File: src/sv/i2cmrt_pkg.sv
// Package for the I2C master register transfer block.
// Holds the sequencer state type, field widths and reset constants.
// No dependencies.
package i2cmrt_pkg;

  localparam int unsigned IN_DATA_W  = 40;
  localparam int unsigned OUT_DATA_W = 16;

  localparam logic [7:0] POLL_LIMIT_RESET = 8'd200;
  localparam logic       READ_BIT         = 1'b1;

  typedef enum logic [14:0] {
    ST_IDLE      = 15'b000000000000001,
    ST_START1    = 15'b000000000000010,
    ST_ADDRW     = 15'b000000000000100,
    ST_ACK_ADDRW = 15'b000000000001000,
    ST_REG       = 15'b000000000010000,
    ST_ACK_REG   = 15'b000000000100000,
    ST_START2    = 15'b000000001000000,
    ST_ADDRR     = 15'b000000010000000,
    ST_ACK_ADDRR = 15'b000000100000000,
    ST_RX        = 15'b000001000000000,
    ST_MACK      = 15'b000010000000000,
    ST_TX        = 15'b000100000000000,
    ST_ACK_TX    = 15'b001000000000000,
    ST_STOP      = 15'b010000000000000,
    ST_STOP_ERR  = 15'b100000000000000
  } seq_state_t;

  typedef struct packed {
    logic       error;
    logic       done_res;
    logic       rd_valid;
    logic [7:0] rd_data;
    logic       data_req;
    logic       busy_res;
    logic       sda_out;
    logic       scl_out;
  } out_word_t;

endpackage

File: src/sv/i2c_master_register_transfer.sv
// Top level of the I2C master register transfer block.
// Quarter-bit sequencer with a result register; depends on i2cmrt_pkg.
//
// Each accepted input transaction is one quarter-bit tick of the bus and yields exactly one
// registered result transaction, carrying the SCL and SDA drive levels and status.
// A tick is taken in every clock while the result register is empty or being read, so the
// block sustains one tick per cycle; the only limit is the single result register, which
// holds its contents while out_tready is low. A read or write of N bytes takes 4 ticks per
// bus element plus any acknowledge polling; an acknowledge that never comes is given up
// after one more polled tick than the limit written through cfg_wr_data.
module i2c_master_register_transfer
  import i2cmrt_pkg::*;
(
  input  logic                  clk,
  input  logic                  rst_n,
  input  logic                  cfg_wr_en,
  input  logic [7:0]            cfg_wr_data,
  input  logic                  in_tvalid,
  output logic                  in_tready,
  // start_req, mode, dev_addr[6:0], reg_addr[7:0], byte_count[7:0], wr_data[7:0], sda_in
  input  logic [IN_DATA_W-1:0]  in_tdata,
  output logic                  out_tvalid,
  input  logic                  out_tready,
  // scl_out, sda_out, busy_res, data_req, rd_data[7:0], rd_valid, done_res, error
  output logic [OUT_DATA_W-1:0] out_tdata,
  output logic                  out_tlast
);

  logic       start_req, mode, sda_in;
  logic [6:0] dev_addr;
  logic [7:0] reg_addr, byte_count, wr_data;

  assign start_req  = in_tdata[0];
  assign mode       = in_tdata[1];
  assign dev_addr   = in_tdata[8:2];
  assign reg_addr   = in_tdata[16:9];
  assign byte_count = in_tdata[24:17];
  assign wr_data    = in_tdata[32:25];
  assign sda_in     = in_tdata[33];

  logic [7:0] poll_limit_r;

  seq_state_t state_r, state_nxt;
  logic [1:0] phase_r, phase_nxt;
  logic [2:0] bit_idx_r, bit_idx_nxt;
  logic [7:0] shift_r, shift_nxt;
  logic [7:0] bytes_left_r, bytes_left_nxt;
  logic [7:0] poll_cnt_r, poll_cnt_nxt;
  logic       is_write_r, is_write_nxt;
  logic [6:0] dev_r, dev_nxt;
  logic [7:0] reg_r, reg_nxt;
  logic       scl_r, scl_nxt;
  logic       sda_r, sda_nxt;

  out_word_t  out_r, out_nxt;
  logic       last_r, last_nxt;
  logic       out_valid_r;
  logic       accept;

  logic       is_send, is_ack;

  assign in_tready  = !out_valid_r || out_tready;
  assign accept     = in_tvalid && in_tready;
  assign out_tvalid = out_valid_r;
  assign out_tdata  = {1'b0, out_r};
  assign out_tlast  = last_r;

  assign is_send = state_r inside {ST_ADDRW, ST_REG, ST_ADDRR, ST_TX};
  assign is_ack  = state_r inside {ST_ACK_ADDRW, ST_ACK_REG, ST_ACK_ADDRR, ST_ACK_TX};

  always_comb begin
    logic [7:0] rx_byte;
    logic       go_write;
    state_nxt      = state_r;
    phase_nxt      = phase_r;
    bit_idx_nxt    = bit_idx_r;
    shift_nxt      = shift_r;
    bytes_left_nxt = bytes_left_r;
    poll_cnt_nxt   = poll_cnt_r;
    is_write_nxt   = is_write_r;
    dev_nxt        = dev_r;
    reg_nxt        = reg_r;
    scl_nxt        = scl_r;
    sda_nxt        = sda_r;
    out_nxt        = '0;
    last_nxt       = 1'b0;
    rx_byte        = {shift_r[6:0], sda_in};
    go_write       = 1'b0;

    if (state_r == ST_IDLE) begin
      phase_nxt   = 2'd0;
      bit_idx_nxt = 3'd0;
      scl_nxt     = 1'b1;
      sda_nxt     = 1'b1;
      if (start_req) begin
        is_write_nxt     = mode;
        dev_nxt          = dev_addr;
        reg_nxt          = reg_addr;
        bytes_left_nxt   = byte_count;
        poll_cnt_nxt     = 8'd0;
        state_nxt        = ST_START1;
        out_nxt.busy_res = 1'b1;
      end
    end else begin
      out_nxt.busy_res = 1'b1;
      case (phase_r)
        2'd0: begin
          scl_nxt   = 1'b0;
          phase_nxt = 2'd1;
        end
        2'd1: begin
          if (is_send) begin
            sda_nxt = shift_r[3'd7 - bit_idx_r];
          end else if (state_r == ST_MACK) begin
            sda_nxt = (bytes_left_r == 8'd0);
          end else if (state_r inside {ST_STOP, ST_STOP_ERR}) begin
            sda_nxt = 1'b0;
          end else begin
            sda_nxt = 1'b1;
          end
          phase_nxt = 2'd2;
        end
        2'd2: begin
          scl_nxt = 1'b1;
          if (is_ack) begin
            poll_cnt_nxt = 8'd0;
          end
          phase_nxt = 2'd3;
        end
        default: begin
          phase_nxt   = 2'd0;
          bit_idx_nxt = 3'd0;
          case (state_r)
            ST_START1: begin
              sda_nxt   = 1'b0;
              state_nxt = ST_ADDRW;
              shift_nxt = {dev_r, 1'b0};
            end
            ST_START2: begin
              sda_nxt   = 1'b0;
              state_nxt = ST_ADDRR;
              shift_nxt = {dev_r, READ_BIT};
            end
            ST_ADDRW, ST_REG, ST_ADDRR, ST_TX: begin
              if (bit_idx_r == 3'd7) begin
                case (state_r)
                  ST_ADDRW: state_nxt = ST_ACK_ADDRW;
                  ST_REG:   state_nxt = ST_ACK_REG;
                  ST_ADDRR: state_nxt = ST_ACK_ADDRR;
                  default:  state_nxt = ST_ACK_TX;
                endcase
              end else begin
                bit_idx_nxt = bit_idx_r + 3'd1;
              end
            end
            ST_ACK_ADDRW, ST_ACK_REG, ST_ACK_ADDRR, ST_ACK_TX: begin
              if (!sda_in) begin
                case (state_r)
                  ST_ACK_ADDRW: begin
                    state_nxt = ST_REG;
                    shift_nxt = reg_r;
                  end
                  ST_ACK_REG: begin
                    if (is_write_r) begin
                      go_write = 1'b1;
                    end else begin
                      state_nxt = ST_START2;
                    end
                  end
                  ST_ACK_ADDRR: begin
                    state_nxt = (bytes_left_r != 8'd0) ? ST_RX : ST_STOP;
                  end
                  default: go_write = 1'b1;
                endcase
              end else if (poll_cnt_r >= poll_limit_r) begin
                state_nxt = ST_STOP_ERR;
              end else begin
                poll_cnt_nxt = poll_cnt_r + 8'd1;
                phase_nxt    = phase_r;
                bit_idx_nxt  = bit_idx_r;
              end
              if (go_write) begin
                if (bytes_left_r != 8'd0) begin
                  state_nxt        = ST_TX;
                  shift_nxt        = wr_data;
                  bytes_left_nxt   = bytes_left_r - 8'd1;
                  out_nxt.data_req = 1'b1;
                end else begin
                  state_nxt = ST_STOP;
                end
              end
            end
            ST_RX: begin
              shift_nxt = rx_byte;
              if (bit_idx_r == 3'd7) begin
                out_nxt.rd_data  = rx_byte;
                out_nxt.rd_valid = 1'b1;
                last_nxt         = (bytes_left_r == 8'd1);
                if (bytes_left_r != 8'd0) begin
                  bytes_left_nxt = bytes_left_r - 8'd1;
                end
                state_nxt = ST_MACK;
              end else begin
                bit_idx_nxt = bit_idx_r + 3'd1;
              end
            end
            ST_MACK: begin
              state_nxt = (bytes_left_r == 8'd0) ? ST_STOP : ST_RX;
            end
            ST_STOP, ST_STOP_ERR: begin
              sda_nxt          = 1'b1;
              out_nxt.done_res = 1'b1;
              out_nxt.error    = (state_r == ST_STOP_ERR);
              state_nxt        = ST_IDLE;
            end
            default: begin
              state_nxt        = ST_IDLE;
              scl_nxt          = 1'b1;
              sda_nxt          = 1'b1;
              out_nxt.busy_res = 1'b0;
            end
          endcase
        end
      endcase
    end

    out_nxt.scl_out = scl_nxt;
    out_nxt.sda_out = sda_nxt;
  end

  always_ff @(posedge clk) begin
    if (!rst_n) begin
      poll_limit_r <= POLL_LIMIT_RESET;
    end else if (cfg_wr_en) begin
      poll_limit_r <= cfg_wr_data;
    end
  end

  always_ff @(posedge clk) begin
    if (!rst_n) begin
      state_r      <= ST_IDLE;
      phase_r      <= 2'd0;
      bit_idx_r    <= 3'd0;
      shift_r      <= 8'd0;
      bytes_left_r <= 8'd0;
      poll_cnt_r   <= 8'd0;
      is_write_r   <= 1'b0;
      dev_r        <= 7'd0;
      reg_r        <= 8'd0;
      scl_r        <= 1'b1;
      sda_r        <= 1'b1;
      out_valid_r  <= 1'b0;
    end else begin
      if (accept) begin
        state_r      <= state_nxt;
        phase_r      <= phase_nxt;
        bit_idx_r    <= bit_idx_nxt;
        shift_r      <= shift_nxt;
        bytes_left_r <= bytes_left_nxt;
        poll_cnt_r   <= poll_cnt_nxt;
        is_write_r   <= is_write_nxt;
        dev_r        <= dev_nxt;
        reg_r        <= reg_nxt;
        scl_r        <= scl_nxt;
        sda_r        <= sda_nxt;
        out_valid_r  <= 1'b1;
      end else if (out_tready) begin
        out_valid_r <= 1'b0;
      end
    end
  end

  always_ff @(posedge clk) begin
    if (accept) begin
      out_r  <= out_nxt;
      last_r <= last_nxt;
    end
  end

endmodule

File: config.mk
export PLATFORM = sky130hd
export DESIGN_NAME = i2c_master_register_transfer
export DESIGN_NICKNAME = d
export VERILOG_FILES = /design/src/sv/i2cmrt_pkg.sv /design/src/sv/i2c_master_register_transfer.sv
export SDC_FILE = /design/constraint.sdc
export NUM_CORES = 1
export LEC_CHECK = 0
export BUFFER_PORTS_ARGS = -buffer_cell sky130_fd_sc_hd__buf_2
export CAP_MARGIN = 20
export CORE_MARGIN = 10
export CORE_UTILIZATION = 45
export DETAILED_ROUTE_END_ITERATION = 10
export PLACE_DENSITY = 0.74
export SLEW_MARGIN = 15
export SYNTH_ARGS = -nofsm -noshare
export SYNTH_HDL_FRONTEND = slang
export SYNTH_SLANG_ARGS = --single-unit
File: constraint.sdc
create_clock -name clk -period 4.71 [get_ports clk]
set_input_delay 0.7065 -clock clk [delete_from_list [all_inputs] [get_ports clk]]
set_output_delay 0.7065 -clock clk [all_outputs]
set_load 0.05 [all_outputs]
# Word level (Yosys, flattened, before mapping)
# Index checks and enable logic that the tools add are counted.
[classes] n_addsub=4 bitwise_logic=7 magnitude_cmp=2 reduce_logical=37 muxes=71 eq_ne=32
[op_table] operator="$mux W15" n=9
[op_table] operator="$mux W8" n=16
[op_table] operator="$pmux W15 S6" n=1
[op_table] operator="$pmux W15 S3" n=1
[op_table] operator="$mux W14" n=3
[op_table] operator="$pmux W13 S3" n=1
[op_table] operator="$pmux W8 S2" n=2
[op_table] operator="$pmux W8 S4" n=1
[op_table] operator="$mux W1" n=20
[op_table] operator="$eq A15 B1 Y1 const B" n=1
[op_table] operator="$eq A15 B10 Y1 const B" n=1
[op_table] operator="$eq A15 B11 Y1 const B" n=1
[op_table] operator="$eq A15 B12 Y1 const B" n=1
[op_table] operator="$eq A15 B13 Y1 const B" n=1
[op_table] operator="$eq A15 B14 Y1 const B" n=1
[op_table] operator="$eq A15 B15 Y1 const B" n=1
[op_table] operator="$eq A15 B2 Y1 const B" n=1
[op_table] operator="$eq A15 B3 Y1 const B" n=1
[op_table] operator="$eq A15 B4 Y1 const B" n=1
[op_table] operator="$eq A15 B5 Y1 const B" n=1
[op_table] operator="$eq A15 B6 Y1 const B" n=1
[op_table] operator="$eq A15 B7 Y1 const B" n=1
[op_table] operator="$eq A15 B8 Y1 const B" n=1
[op_table] operator="$eq A15 B9 Y1 const B" n=1
[op_table] operator="other kinds (49)" n=84
[totals] register_bits=87 elab_cells=175

# Longest topological paths before layout
[logic_depth] word_depth=11 ltp_mapped=12 ltp_nobuf=9

# Worst setup path before layout
# OpenSTA, ideal clock, no wires.
[synth_path] path_type="input to register" from="input out_tready" to="register poll_cnt_r[5]" setup_time_ns=0.072 path_stages=8 required_time_ns=4.638 arrival_ns=3.221 slack_ns=1.418 cell_sequence="nand2b_1 -> and2_1 -> clkbuf_1 -> nand2b_1 -> a211oi_1 -> a21oi_1 -> or3_1 -> a21oi_1"
[synth_between] elab_chain_len=3
[synth_lines] element="from (decl)" line_no="i2c_master_register_transfer.sv:23" text="input logic out_tready,"
[synth_lines] element="$logic_or A1 B1 Y1" line_no="i2c_master_register_transfer.sv:62" text="assign in_tready = !out_valid_r || out_tready;"
[synth_lines] element="$logic_and A1 B1 Y1" line_no="i2c_master_register_transfer.sv:63" text="assign accept = in_tvalid && in_tready;"
[synth_lines] element="via accept" line_no="i2c_master_register_transfer.sv:58" text="logic accept;"
[synth_lines] element="$reduce_and A7 Y1 (no line)"
[synth_lines] element="to (signal assigned)" line_no="i2c_master_register_transfer.sv:260" text="poll_cnt_r <= poll_cnt_nxt;"
[synth_lines] element="to (decl)" line_no="i2c_master_register_transfer.sv:48" text="logic [7:0] poll_cnt_r, poll_cnt_nxt;"
# The timed path passes the listed nets, and every way through them passes these cells.
# A chain may end at the register's enable or synchronous reset.

# Final worst setup path
[layout_path] from="register state_r[8]" to="register bytes_left_r[1]"
[layout_between] elab_chain_len=9 elab_cells_between_ends=22
[layout_lines] element="from (decl)" line_no="i2c_master_register_transfer.sv:43" text="seq_state_t state_r, state_nxt;"
[layout_lines] element="from (signal assigned)" line_no="i2c_master_register_transfer.sv:255" text="state_r <= state_nxt;"
[layout_lines] element="$eq A15 B4 Y1 / $eq A15 B9 Y1 (equally long branches)" line_no="i2c_master_register_transfer.sv:133, i2c_master_register_transfer.sv:158"
[layout_lines] element="$reduce_or A2 Y1 (no line)"
[layout_lines] element="$pmux W1 S2" line_no="i2c_master_register_transfer.sv:158" text="case (state_r)"
[layout_lines] element="$mux W1" line_no="i2c_master_register_transfer.sv:157" text="if (!sda_in) begin"
[layout_lines] element="$mux W1" line_no="i2c_master_register_transfer.sv:133" text="case (state_r)"
[layout_lines] element="$mux W1" line_no="i2c_master_register_transfer.sv:106" text="case (phase_r)"
[layout_lines] element="$mux W1" line_no="i2c_master_register_transfer.sv:90" text="if (state_r == ST_IDLE) begin"
[layout_lines] element="$ne A3 B3 Y1 (no line)"
[layout_lines] element="$reduce_and A6 Y1 (no line)"
[layout_lines] element="to (signal assigned)" line_no="i2c_master_register_transfer.sv:259" text="bytes_left_r <= bytes_left_nxt;"
[layout_lines] element="to (decl)" line_no="i2c_master_register_transfer.sv:47" text="logic [7:0] bytes_left_r, bytes_left_nxt;"
# Several ways; a longest one is shown, not always the timed one. The select of a mux whose other input is x is not followed.

==> impl_metrics.toml <==
[clock_tree]
clk_latency_ps = 380
cts_tree = "built"
htree_levels = 3
ctsResizeCount = 0
path_clk_slew_ps = 90
clock_sinks = 87
cts_made_buffers = 9
post_cts_buffers = 0
clockBufferDepth = 2
clockRootBuffer = "clkbuf_8"
cts_hold_buf = 0

[logic_synthesis]
syn-num-nets = 644
async_reset_ff_share_pct = 0
yosys_most_used_dff = "dfxtp_1"
yosysWarnings = 0
syn_area_um2 = 4920
synth_edf_count = 16
ys_seq_area_share_pct = 38.6
synthCells = 573
syn_area_per_cell_um2 = 8.59
synth_seq_cells = 87
synth.distinct_cells = 69

[die]
coreArea_um2 = 10800
rows = 38
dieHeight_um = 125
io_pins = 72
start_util_pct = 45.6
die-width_um = 125
die_area_um2 = 15500

[placement]
gp_congestion = 0.929
place_ws_ps = 1240
postPlaceCellArea_um2 = 5260
hpwl_mm = 9.60
io_buffers = 64

[worst_setup_path]
worstPathRequired_ps = 5010
worst_path_max_delay_cell = "or4_1"
crit_start = "state_r[8]$_SDFFE_PN0P_"
path_class = "reg2reg"
r2r_slack_ps = 1190
worstSetupEndpointType = "register"
crit_end = "bytes_left_r[1]$_SDFFE_PN0P_"
path_max_fanout = 26
rr_worst_depth = 9
worst_path_largest_cell_delay_ps = 800
start_kind = "register"
arrival_ps = 3810
r2r-start = "state_r[8]$_SDFFE_PN0P_"
path_cells = "or4_1 -> nor4_4 -> buf_4 -> and3_1 -> buf_4 -> o22a_1 -> nor2b_1 -> a21oi_1 -> a311oi_2"
path_common_cell = "buf_4"
timing.rr.end = "bytes_left_r[1]$_SDFFE_PN0P_"

[global_route]
grt_pass1_vias = 4297
antenna_found_initial = 0
grt_overflow = 0
grt_pass1_wl_mm = 21.6
grt_usage_pct = 16.4
grt_max_degree = 52

[pwr]
ir_worst_vdd_uv = 148
pwr-share-comb_pct = 16.0
power.switching_w = 0.000465
p_per_area_nw_per_um2 = 292
pwr-share-seq_pct = 50.2
internal_power_w = 0.00113
pwr-share-clk_pct = 33.8
leakagePower_nw = 2.16
switching_share_pct = 29.2

[drt]
antenna_left = 0
finalWirelength_mm = 13.1
via_per_inst = 5.86
post_drt_wl_per_cell_um = 17.2
drt_pass1_iterations = 5
dr.first_iter.drc_count = 335
drc = 0
num_vias = 4463

[sta]
setup_tns_ps = 0
whs_ps = 455
finalCritPeriodShare_pct = 74.7
worst_pin_slew_ps = 776
hold_violations = 0
drv_slew = 0
grt_setup_unrepaired = "no"
setup_viol = 0
max_freq_mhz = 284
skew_ps = 9.46
fin_crit_ps = 3520
fin_ws_ps = 1190
max_slew_margin_pct = 47.8

[cells_and_area]
diodes = 0
area_growth_syn_to_layout_pct = 10.8
finalInstanceArea_um2 = 5460
finalNetCount = 687
drive_above_1_share_pct = 17.1
finish.utilization_pct = 50.5
fillers = 1022
layout.cells.most_common = "nand2_1"
layout_common_cells = "74 x nand2_1, 71 x dfxtp_1, 64 x buf_2"

[run]
maxCapViolations = 0

[min_path]
hold_start = "dev_r[3]$_SDFFE_PN0P_"
hold_path.class = "reg2reg"

[outcome]
outcome = "complete, no violations"
## cell families (layout without fill, tap and decap cells)
kind of cell	after synthesis	after routing	synth area share, %
buffers and inverters	54	102	5.36
flip-flops	87	87	38.6
other	1	1	0.0762
AND/OR/NAND/NOR	245	245	26.2
XOR/XNOR	5	5	0.889
adder cells (fa/ha/maj)	18	18	4.57
AO/OA/AOI/OAI	138	138	18.7
multiplexers	25	25	5.59
## power groups by stage
stage | Combinational (W) | Sequential (W) | Clock (W)
2_1_floorplan | 0.000162 | 0.000840 | 0
3_3_place_gp | 0.000248 | 0.000816 | 0
3_5_place_dp | 0.000253 | 0.000817 | 0
4_1_cts | 0.000254 | 0.000800 | 0.000546
5_1_grt | 0.000283 | 0.000804 | 0.000585
6_report | 0.000255 | 0.000800 | 0.000538
## worst min path at each step
stage	end	cells after the start	slack [ps]
CTS	dev_r[3]$_SDFFE_PN0P_	2	460
finish	dev_r[3]$_SDFFE_PN0P_	2	450
floorplan	is_write_r$_SDFFE_PN0P_	2	430
global placement	is_write_r$_SDFFE_PN0P_	2	440
global route	reg_r[3]$_SDFFE_PN0P_	2	480
detailed placement	dev_r[3]$_SDFFE_PN0P_	2	440
## layout make-up
class | count | area, um2 | area share (%)
Clock buffer | 11 | 141 | 2.59
Clock inverter | 5 | 57.6 | 1.06
Inverter | 17 | 63.8 | 1.17
Multi-Input combinational cell | 432 | 2760 | 50.6
Sequential cell | 87 | 1900 | 34.9
Tap cell | 140 | 175 | 3.21
Timing Repair Buffer | 69 | 358 | 6.56
## cell usage after synthesis (3+ instances only)
library cell,count,area share (%)
a2111oi_0,4,0.71
a211oi_1,3,0.46
a21boi_0,4,0.61
a21oi_1,47,4.8
a221oi_1,6,1.1
a31oi_1,8,1.0
a41oi_1,5,0.89
and2_1,12,1.5
and3_1,8,1.0
and4_1,3,0.53
buf_2,3,0.30
buf_6,5,1.1
clkbuf_1,25,1.9
dfxtp_1,71,29
edfxtp_1,16,9.8
ha_1,18,4.6
inv_1,17,1.3
mux2i_1,23,4.7
nand2_1,74,5.6
nand2b_1,5,0.64
nand3_1,21,2.1
nand3b_1,4,0.61
nand4_1,4,0.51
nor2_1,47,3.6
nor3_1,12,1.2
nor4_1,11,1.4
nor4b_1,4,0.71
o211ai_1,10,1.5
o21ai_0,16,1.6
o22ai_1,8,1.0
o31ai_1,4,0.61
or2_2,4,0.51
or3_1,11,1.4
or4_1,7,1.1
or4b_2,5,1.0
xnor2_1,4,0.71
## metrics by stage
step                      power, W  cells
final                      0.00159    761
after global routing       0.00167    761
after CTS                  0.00160    761
after detailed placement   0.00107    745
after global placement     0.00106    745
after floorplan            0.00100    573
## worst max-delay path, delay by kind of cell, from the launching register on
family	cells	cell delay (ps)
buf+inv	2	580
simple gates	4	1820
flops	1	360
compound gates	3	670
## registers in the layout (all words and copies together), names as in the netlist, 2 cells and up
register and flops:
dev_r 7, state_r 15, bit_idx_r 3, phase_r 2, poll_limit_r 8, reg_r 8
out_tdata 15, shift_r 8, poll_cnt_r 8, bytes_left_r 8
## routing by layer
layer / share of wire (%) / vias up / track usage [%]
met3: 6.3 / 23 / 4.17
met1: 45 / 2094 / 21.3
met4: 2.0 / 0 / 6.24
met5: 0 / - / 0
met2: 47 / 148 / 25.6
li1: - / 2198 / -
Power figures use the tool's default switching activity.
